[src/hw/rtl/mpsm_ram.sv]
// Generic simple dual-port RAM: one write port, one registered read port.
// No dependencies.
module mpsm_ram #(
    parameter int WIDTH = 8,
    parameter int DEPTH = 16
) (
    input  logic                     i_clk,
    input  logic                     i_we,
    input  logic [$clog2(DEPTH)-1:0] i_waddr,
    input  logic [WIDTH-1:0]         i_wdata,
    input  logic [$clog2(DEPTH)-1:0] i_raddr,
    output logic [WIDTH-1:0]         o_rdata
);
    logic [WIDTH-1:0] r_mem [DEPTH];

    always_ff @(posedge i_clk) begin
        if (i_we) begin
            r_mem[i_waddr] <= i_wdata;
        end
        o_rdata <= r_mem[i_raddr];
    end
endmodule

[config.mk]
export PLATFORM = sky130hd
export DESIGN_NAME = mpsm_ram
export DESIGN_NICKNAME = d
export VERILOG_FILES = /design/src/hw/rtl/mpsm_ram.sv
export SDC_FILE = /design/constraint.sdc
export NUM_CORES = 1
export LEC_CHECK = 0
export BUFFER_PORTS_ARGS = -buffer_cell sky130_fd_sc_hd__buf_2
export CAP_MARGIN = 20
export CORE_MARGIN = 1
export CORE_UTILIZATION = 25
export DETAILED_ROUTE_END_ITERATION = 16
export PLACE_DENSITY_LB_ADDON = 0.2
export SLEW_MARGIN = 20
export SYNTH_ARGS = -nofsm -noshare
export SYNTH_HDL_FRONTEND = slang
export SYNTH_SLANG_ARGS = --single-unit
[constraint.sdc]
create_clock -name i_clk -period 2.1 [get_ports i_clk]
set_clock_uncertainty 0.1 [all_clocks]
set_input_delay 0 -clock i_clk [delete_from_list [all_inputs] [get_ports i_clk]]
set_output_delay 0 -clock i_clk [all_outputs]
set_load 0.1 [all_outputs]
==> results.md, run 1 <==
- The final critical delay including setup and external delays is 1.55 ns.
- The number of clock sinks seen by CTS is 136.
- After global routing the overflow that remains totals 0.
- Setup repair after global routing left no endpoint under its margin.
- The setup TNS after final layout is 0 ns.
- Global routing used 15.5% of the available met1 tracks.
- The number of buffer and inverter instances along the worst setup path is 3.
- The startpoint of the tightest hold check path is i_waddr[3].
- The first element of the critical path is i_waddr[0].
- For the pin with the worst max-slew slack, the measured transition is 0.499 ns.
- Of all nets on the critical path, the largest fanout is 7.
- The average cell area after synthesis is 22.5 um^2.
- The final hold violation count is 0.
- Once the floorplan was initialized, standard cells occupied 25.4% of the core.
- The register-to-register setup slack is 0.64 ns.
- The count of synthesis-stage warnings from yosys is 0.
- Traced cell by cell, the critical path runs through dlygate4sd3_1, buf_2, nor3_1, dlygate4sd3_1.
- The clock passes through at most 2 buffers.
- The H-tree was split into 4 levels.
- The final net count is 311.
- In this run the number of cells on the critical path is 4.
- The maximum clock rate is 647 MHz.
- The sequential cell area fraction in the yosys report is 77.8%.
- The clock reaches the later pin of the worst-skew pair after 0.41 ns.
- The worst setup path is captured at a flip-flop.
- STA puts the critical path data arrival time at 1.58 ns.
- Once detailed placement completed, the half-perimeter wirelength came to 7060 um.
- The stage delay of the slowest cell on the critical path is 0.60 ns.
- Dividing total power by cell area gives a power density of 979 mW/mm^2.
- In the routed layout, each cell is associated on average with a via count of 4.33.
- For this run, global-route usage on met2 was measured as 16.4%.
- The die covers 0.0212 mm^2.
- The repair_antennas step left the layout with diodes totalling 0.
- Setup slack on the critical path of the routed design comes to 0.555 ns.
- The number of antenna violations at the first check in global routing was 0.
- The core area is 0.0202 mm^2.
- The number of setup violations in the final report is 0.
- The max capacitance violation total is 0.
- The worst hold path belongs to the class primary input to flip-flop.
- Entering global routing, the biggest net connects 33 pins.
- The first global-routing pass estimated 16,600 um of wire.
- The number of global-route vias before repair came to 2,614.
- Summing all placed instances gives a cell area of 0.00570 mm^2.
- The top cell types in the final layout, fill and taps aside, are edfxtp_1, buf_2, mux4_2, buf_4, clkbuf_16.
- After clock tree synthesis, the flow added hold-fix buffers numbering 10.
- The number of instances in the synthesized netlist is 229.
- The netlist uses 19 different library cells.
- The root buffer selected by CTS is clkbuf_16.
- Counting every net in the synthesized netlist gives 247.
- For met3 alone, demand over resource in global routing was 3.64%.
- The congestion estimate from routability-driven global placement came to 0.701.
- Compared with the post-synthesis result, the final layout area differs by 23.2%.
- The startpoint identified for the worst register-to-register timing path is r_mem[1][5].
- The count of final max-slew check failures is 0.
- The pre-CTS setup slack is 0.482 ns.
- For this run, the total global-route usage over all layers was measured as 11.1%.
- The synthesized design contains 136 register bits.
- The vertical extent of the die is 145 um.
- The worst register-to-register path has a depth of 3.
- In the synthesized netlist the dominant register cell turns out to be edfxtp_1.
- Headroom to the max-slew limit came out at 66.9%.
- The mean routed wirelength per cell is 19.3 um.
- Across the VDD grid, the largest voltage drop is 0.588 mV.
- Pin placement for this block handled 26 I/O pins.
- The first routing iteration left 166 violations.
- The first detailed-routing pass ran for 4 iterations.
- Input and output buffers added on the ports amount to 25.
- The count of vias placed by the detailed router is 2,493.
- The share of flip-flops with an asynchronous set or reset after synthesis is 0%.
- The number of CTS-inserted buffers is 17.
- The horizontal die dimension is 145 um.
- The clock-pin slew on the worst setup and hold paths is 0.06 ns.
- The setup path with the least slack is of type primary input to flip-flop.
- In this run the cell area of the synthesized design comes to 0.00515 mm^2.
- The CTS tree is done.
- The most frequent standard cell in the layout excluding fill and tap cells is edfxtp_1.
- The flow ran to the end, and the final reports show no timing, DRC or antenna violations.
- Once layout is done, the placed cells without fillers occupy 0.00634 mm^2.
- The fraction of final layout cells sized beyond drive strength 1 is 28.8%.
- The residual antenna-violating net count after detailed routing is 0.
- The kind of start point of the critical path is a primary input.
- For this design the static power due to leakage is 2.12 nW.
- The most numerous cell type found on the critical path is dlygate4sd3_1.
- The number of setup buffers added after CTS is 0.
- The reg-to-reg critical path endpoint is o_rdata[5].
- Following the worst setup path forward leads to its endpoint at r_mem[12][0].
- STA puts the critical path data required time at 2.13 ns.
- The post-CTS resize count is 0.
- met2 is the most crowded layer.
- In the routed design, unresolved DRC markers number 0.
- The final worst-path cycle share is 73.6%.
- The cell family contributing the most delay on the critical path is buffers and inverters.
- The count of flip-flops with a built-in enable after synthesis is 128.
- The largest individual stage delay along the critical path comes from the cell dlygate4sd3_1.
- Wires add up to 11,100 um.
- The number of core rows is 52.
Yosys cell counts, types with 2 or more instances:
master / number / area share (%)
buf_2: 3 / 0.29
nand2b_1: 2 / 0.24
mux4_2: 18 / 7.9
dfxtp_1: 8 / 3.1
a22oi_1: 16 / 2.3
nand3b_1: 2 / 0.29
mux4_1: 14 / 7.1
nor2_1: 13 / 0.95
nor3_1: 4 / 0.39
edfxtp_1: 128 / 75
clkdlybuf4s25_2: 3 / 0.58
nand2_1: 9 / 0.66
buf_6: 3 / 0.66
flip-flops by register name, indices dropped and copies added, names as in the netlist:
register / cells
o_rdata: 8
r_mem: 128
layout make-up:
type / instances / area, um^2
Multi-Input combinational cell: 83 / 1060
Timing Repair Buffer: 55 / 400
Fill cell: 1959 / 13900
Sequential cell: 136 / 4000
Clock inverter: 4 / 45.0
Tap cell: 270 / 338
Clock buffer: 28 / 497
per-stage QoR:
| stage | hold slack, ns | power (mW) | cells | util (%) |
|---|---|---|---|---|
| finish | 0.0157 | 6.21 | 576 | 31.3 |
| floorplan | -0.00113 | 3.39 | 229 | - |
| CTS | 0.0000290 | 6.28 | 576 | 31.3 |
| global placement | 0.301 | 3.53 | 534 | 28.2 |
| global route | 0.0462 | 6.41 | 576 | 31.3 |
| detailed placement | 0.311 | 3.54 | 534 | 28.2 |
cell families after synthesis:
logic type / count (synthesis) / synth area share, %
AO/OA/AOI/OAI: 16 / 2.33
buffers and inverters: 10 / 1.68
flip-flops: 136 / 77.8
multiplexers: 32 / 15.0
AND/OR/NAND/NOR: 35 / 3.18
worst min-delay path by stage:
stage                  end  cells past startpoint
2_1_floorplan  r_mem[0][0]                      0
3_3_place_gp   r_mem[6][5]                      1
3_5_place_dp   r_mem[5][5]                      1
4_1_cts        r_mem[9][1]                      3
5_1_grt        r_mem[9][1]                      3
6_report       r_mem[9][1]                      3
worst reg2reg max path, cell delays in order (launching register included):
cell	delay, ns
edfxtp_1	0.37
mux4_1	0.50
a22oi_1	0.29
nand2_1	0.09
metal layers:
| metal | vias to the layer above | wire length (um) |
|---|---|---|
| li1 | 1097 | - |
| met1 | 1336 | 5510 |
| met2 | 55 | 5090 |
| met3 | 5 | 425 |
| met4 | 0 | 99 |
| met5 | - | 0 |
where the power goes:
group / leakage [nW] / switching, mW / internal (mW)
combinational: 0.630 / 0.294 / 0.134
clock: 0.266 / 1.00 / 1.72
sequential: 1.22 / 0.0225 / 3.04
(Power assumes the default switching activity.)
==> run 2: changes to the inputs <==
==> constraint.sdc (replaced) <==
create_clock -name i_clk -period 1.5 [get_ports i_clk]
set_clock_uncertainty 0.1 [all_clocks]
set_input_delay 0 -clock i_clk [delete_from_list [all_inputs] [get_ports i_clk]]
set_output_delay 0 -clock i_clk [all_outputs]
set_load 0.1 [all_outputs]
==> results.md, run 2 (synthesized netlist as in run 1, its figures left out) <==
- The worst-skew pair later-pin latency is 0.41 ns.
- Wire segments on met3 add up to 464 um in the final route.
- After detailed placement, the design holds a cell count of 541.
- The endpoint of the worst hold-timing path is r_mem[0][6].
- The library cells used most frequently in the layout, excluding fill and tap cells, are edfxtp_1, buf_2, buf_4, mux4_2, clkbuf_16.
- In this run the post-CTS setup repair buffer count came out at 0.
- The slew at the pin closest to its max-slew limit is 0.972 ns.
- The number of global-route vias before repair is 2,635.
- The count of final max-slew check failures is 0.
- In this run the remaining antenna-violating nets after routing total 0.
- The sum of internal, switching and leakage power is 8.42 mW.
- The startpoint identified for the worst register-to-register timing path is r_mem[10][4].
- The pre-antenna-repair detailed-routing pass consisted of 4 iterations.
- The deepest level of the CTS H-tree is 4.
- The pre-CTS setup slack is -0.147 ns.
- The horizontal die dimension is 145 um.
- The first global-routing pass estimated 17,000 um of wire.
- The floorplan step defined a die boundary enclosing 0.0212 mm^2.
- Once layout is complete, the cells apart from fillers number 580.
- The number of antenna violations at the first check in global routing is 0.
- In the final design database the tool counted 316 nets.
- The cell count of the worst hold path is 3.
- Pin placement for this block handled 26 I/O pins.
- The final hold violation count is 0.
- The total routed wirelength is 11,200 um.
- The maximum number of pins on one net before global-route repair is 26.
- The static leakage is 2.13 nW.
- The number of clock sinks seen by CTS is 136.
- VDD sags by at most 0.737 mV.
- The root buffer selected by CTS is clkbuf_16.
- The number of CTS-inserted buffers is 17.
- Clock-pin slew was measured on the worst setup and hold paths at 0.06 ns.
- The run finished with clean final reports.
- The residual overflow from global routing is 0.
- After floorplanning, the core was divided into 52 placement rows.
- The CTS tree is done.
- The via density per instance is 4.26.
- The final worst-path cycle share is 96.2%.
- The number of antenna diodes in the final layout is 0.
- Along the worst path, the maximum fanout reaches 1.
- The worst path meets setup with 0.0566 ns of slack.
- In this run the tightest slew margin relative to its limit is 35.0%.
- The endpoint identified for the worst register-to-register timing path is o_rdata[4].
- The power per unit of standard cell area is 1320 mW/mm^2.
- The endpoint type of the worst setup path is a flip-flop.
- The number of flip-flops in the largest register is 128.
- The initial standard-cell utilization of the core is 25.4%.
- The highest metal layer carrying signal wires in the routed design is met4.
- The worst hold-check slack is 0.0239 ns.
- The final routed DRC violation total is 0.
- The worst register-to-register path has a depth of 3.
- The worst setup path is launched from a flip-flop.
- The final critical delay including setup and external delays is 1.44 ns.
- The global placement routability congestion is 0.641.
- Counting along the longest clock path gives a buffer depth of 2.
- The worst path required time is 1.69 ns.
- By startpoint and endpoint, the worst setup path is classified as flip-flop to flip-flop.
- Max-cap violations in this run came to 0.
- The fraction of final layout cells sized beyond drive strength 1 is 33.9%.
- The total of buffers placed on input and output ports is 25.
- In this run, the number of DRC markers left after iteration 0 of detailed routing was 115.
- For this block, wires on met1 add up to 4960 um.
- The floorplan step defined a core boundary enclosing 0.0202 mm^2.
- Derived from the worst setup path, the maximum achievable clock frequency is 693 MHz.
- The class of the most critical hold timing path is primary input to flip-flop.
- The register with the highest flop count is r_mem.
- In this run the register-to-register setup slack is 0.06 ns.
- Across all layers, the routed design uses 2,472 vias.
- Data arrives at the worst endpoint at 1.63 ns.
- The mean routed wirelength per cell is 19.4 um.
- Global routing used 11.6% of the available tracks across all layers.
- The number of setup violations in the final report is 0.
- The sum of net half-perimeters after detailed placement is 6940 um.
- The largest registers in the layout are r_mem x128, o_rdata x8.
- Summed over all nets, wire length on met2 after detailed routing comes to 5610 um.
- The vertical extent of the die is 145 um.
- The most frequent standard cell in the layout excluding fill and tap cells is edfxtp_1.
- The startpoint of the tightest hold check path is i_waddr[0].
- Relative to the synthesized area, the layout overhead comes to 24.2%.
-- run 2: worst max-delay path by stage --
stage	startpoint	endpoint	slack, ns	cells after the start
floorplan	i_waddr[2]	r_mem[3][0]	0.13	2
global placement	i_raddr[0]	o_rdata[2]	-0.14	6
detailed placement	i_raddr[0]	o_rdata[2]	-0.15	6
CTS	r_mem[6][6]	o_rdata[6]	0.02	4
global route	r_mem[0][3]	o_rdata[3]	-0.02	3
finish	r_mem[10][4]	o_rdata[4]	0.06	3
-- run 2: per-stage QoR --
stage               utilization [%]  area (um^2)  setup TNS (ns)
floorplan                         -         5150               0
global placement               28.6         5780          -0.392
detailed placement             28.6         5780          -0.377
CTS                            31.4         6360               0
global route                   31.6         6390         -0.0159
finish                         31.6         6390               0
-- run 2: power breakdown --
group          internal (mW)  leakage [nW]  switching, mW  total (mW)
Combinational          0.210         0.662          0.431       0.640
Clock                   2.06         0.240           1.45        3.51
Sequential              4.25          1.22         0.0225        4.27
Total                   6.52          2.13           1.90        8.42
-- run 2: what timing repair did --
item	CTS	global route
gates resized for setup	1	6
pin swaps	0	2
hold endpoints to repair	128	0
gates cloned	0	0
setup endpoints to repair	1	7
hold buffers	8	0
-- run 2: cell type report --
type | instances | area, um^2
flip-flops and latches | 136 | 4000
fillers | 1936 | 13800
repair buffers | 60 | 458
multi-input cells | 83 | 1100
clock inverters | 11 | 60.1
clock buffers | 20 | 437
well taps | 270 | 338
-- run 2: layer usage --
metal / vias to the layer above / global-route usage, %
met2: 53 / 18.6
met5: - / 0
met1: 1293 / 14.3
met4: 0 / 6.11
met3: 16 / 3.51
li1: 1110 / -
-- run 2: worst max-delay path, cell delays in order (launching register included) --
cell	delay, ns
edfxtp_1	0.35
mux4_1	0.49
a22oi_1	0.27
nand2_1	0.11
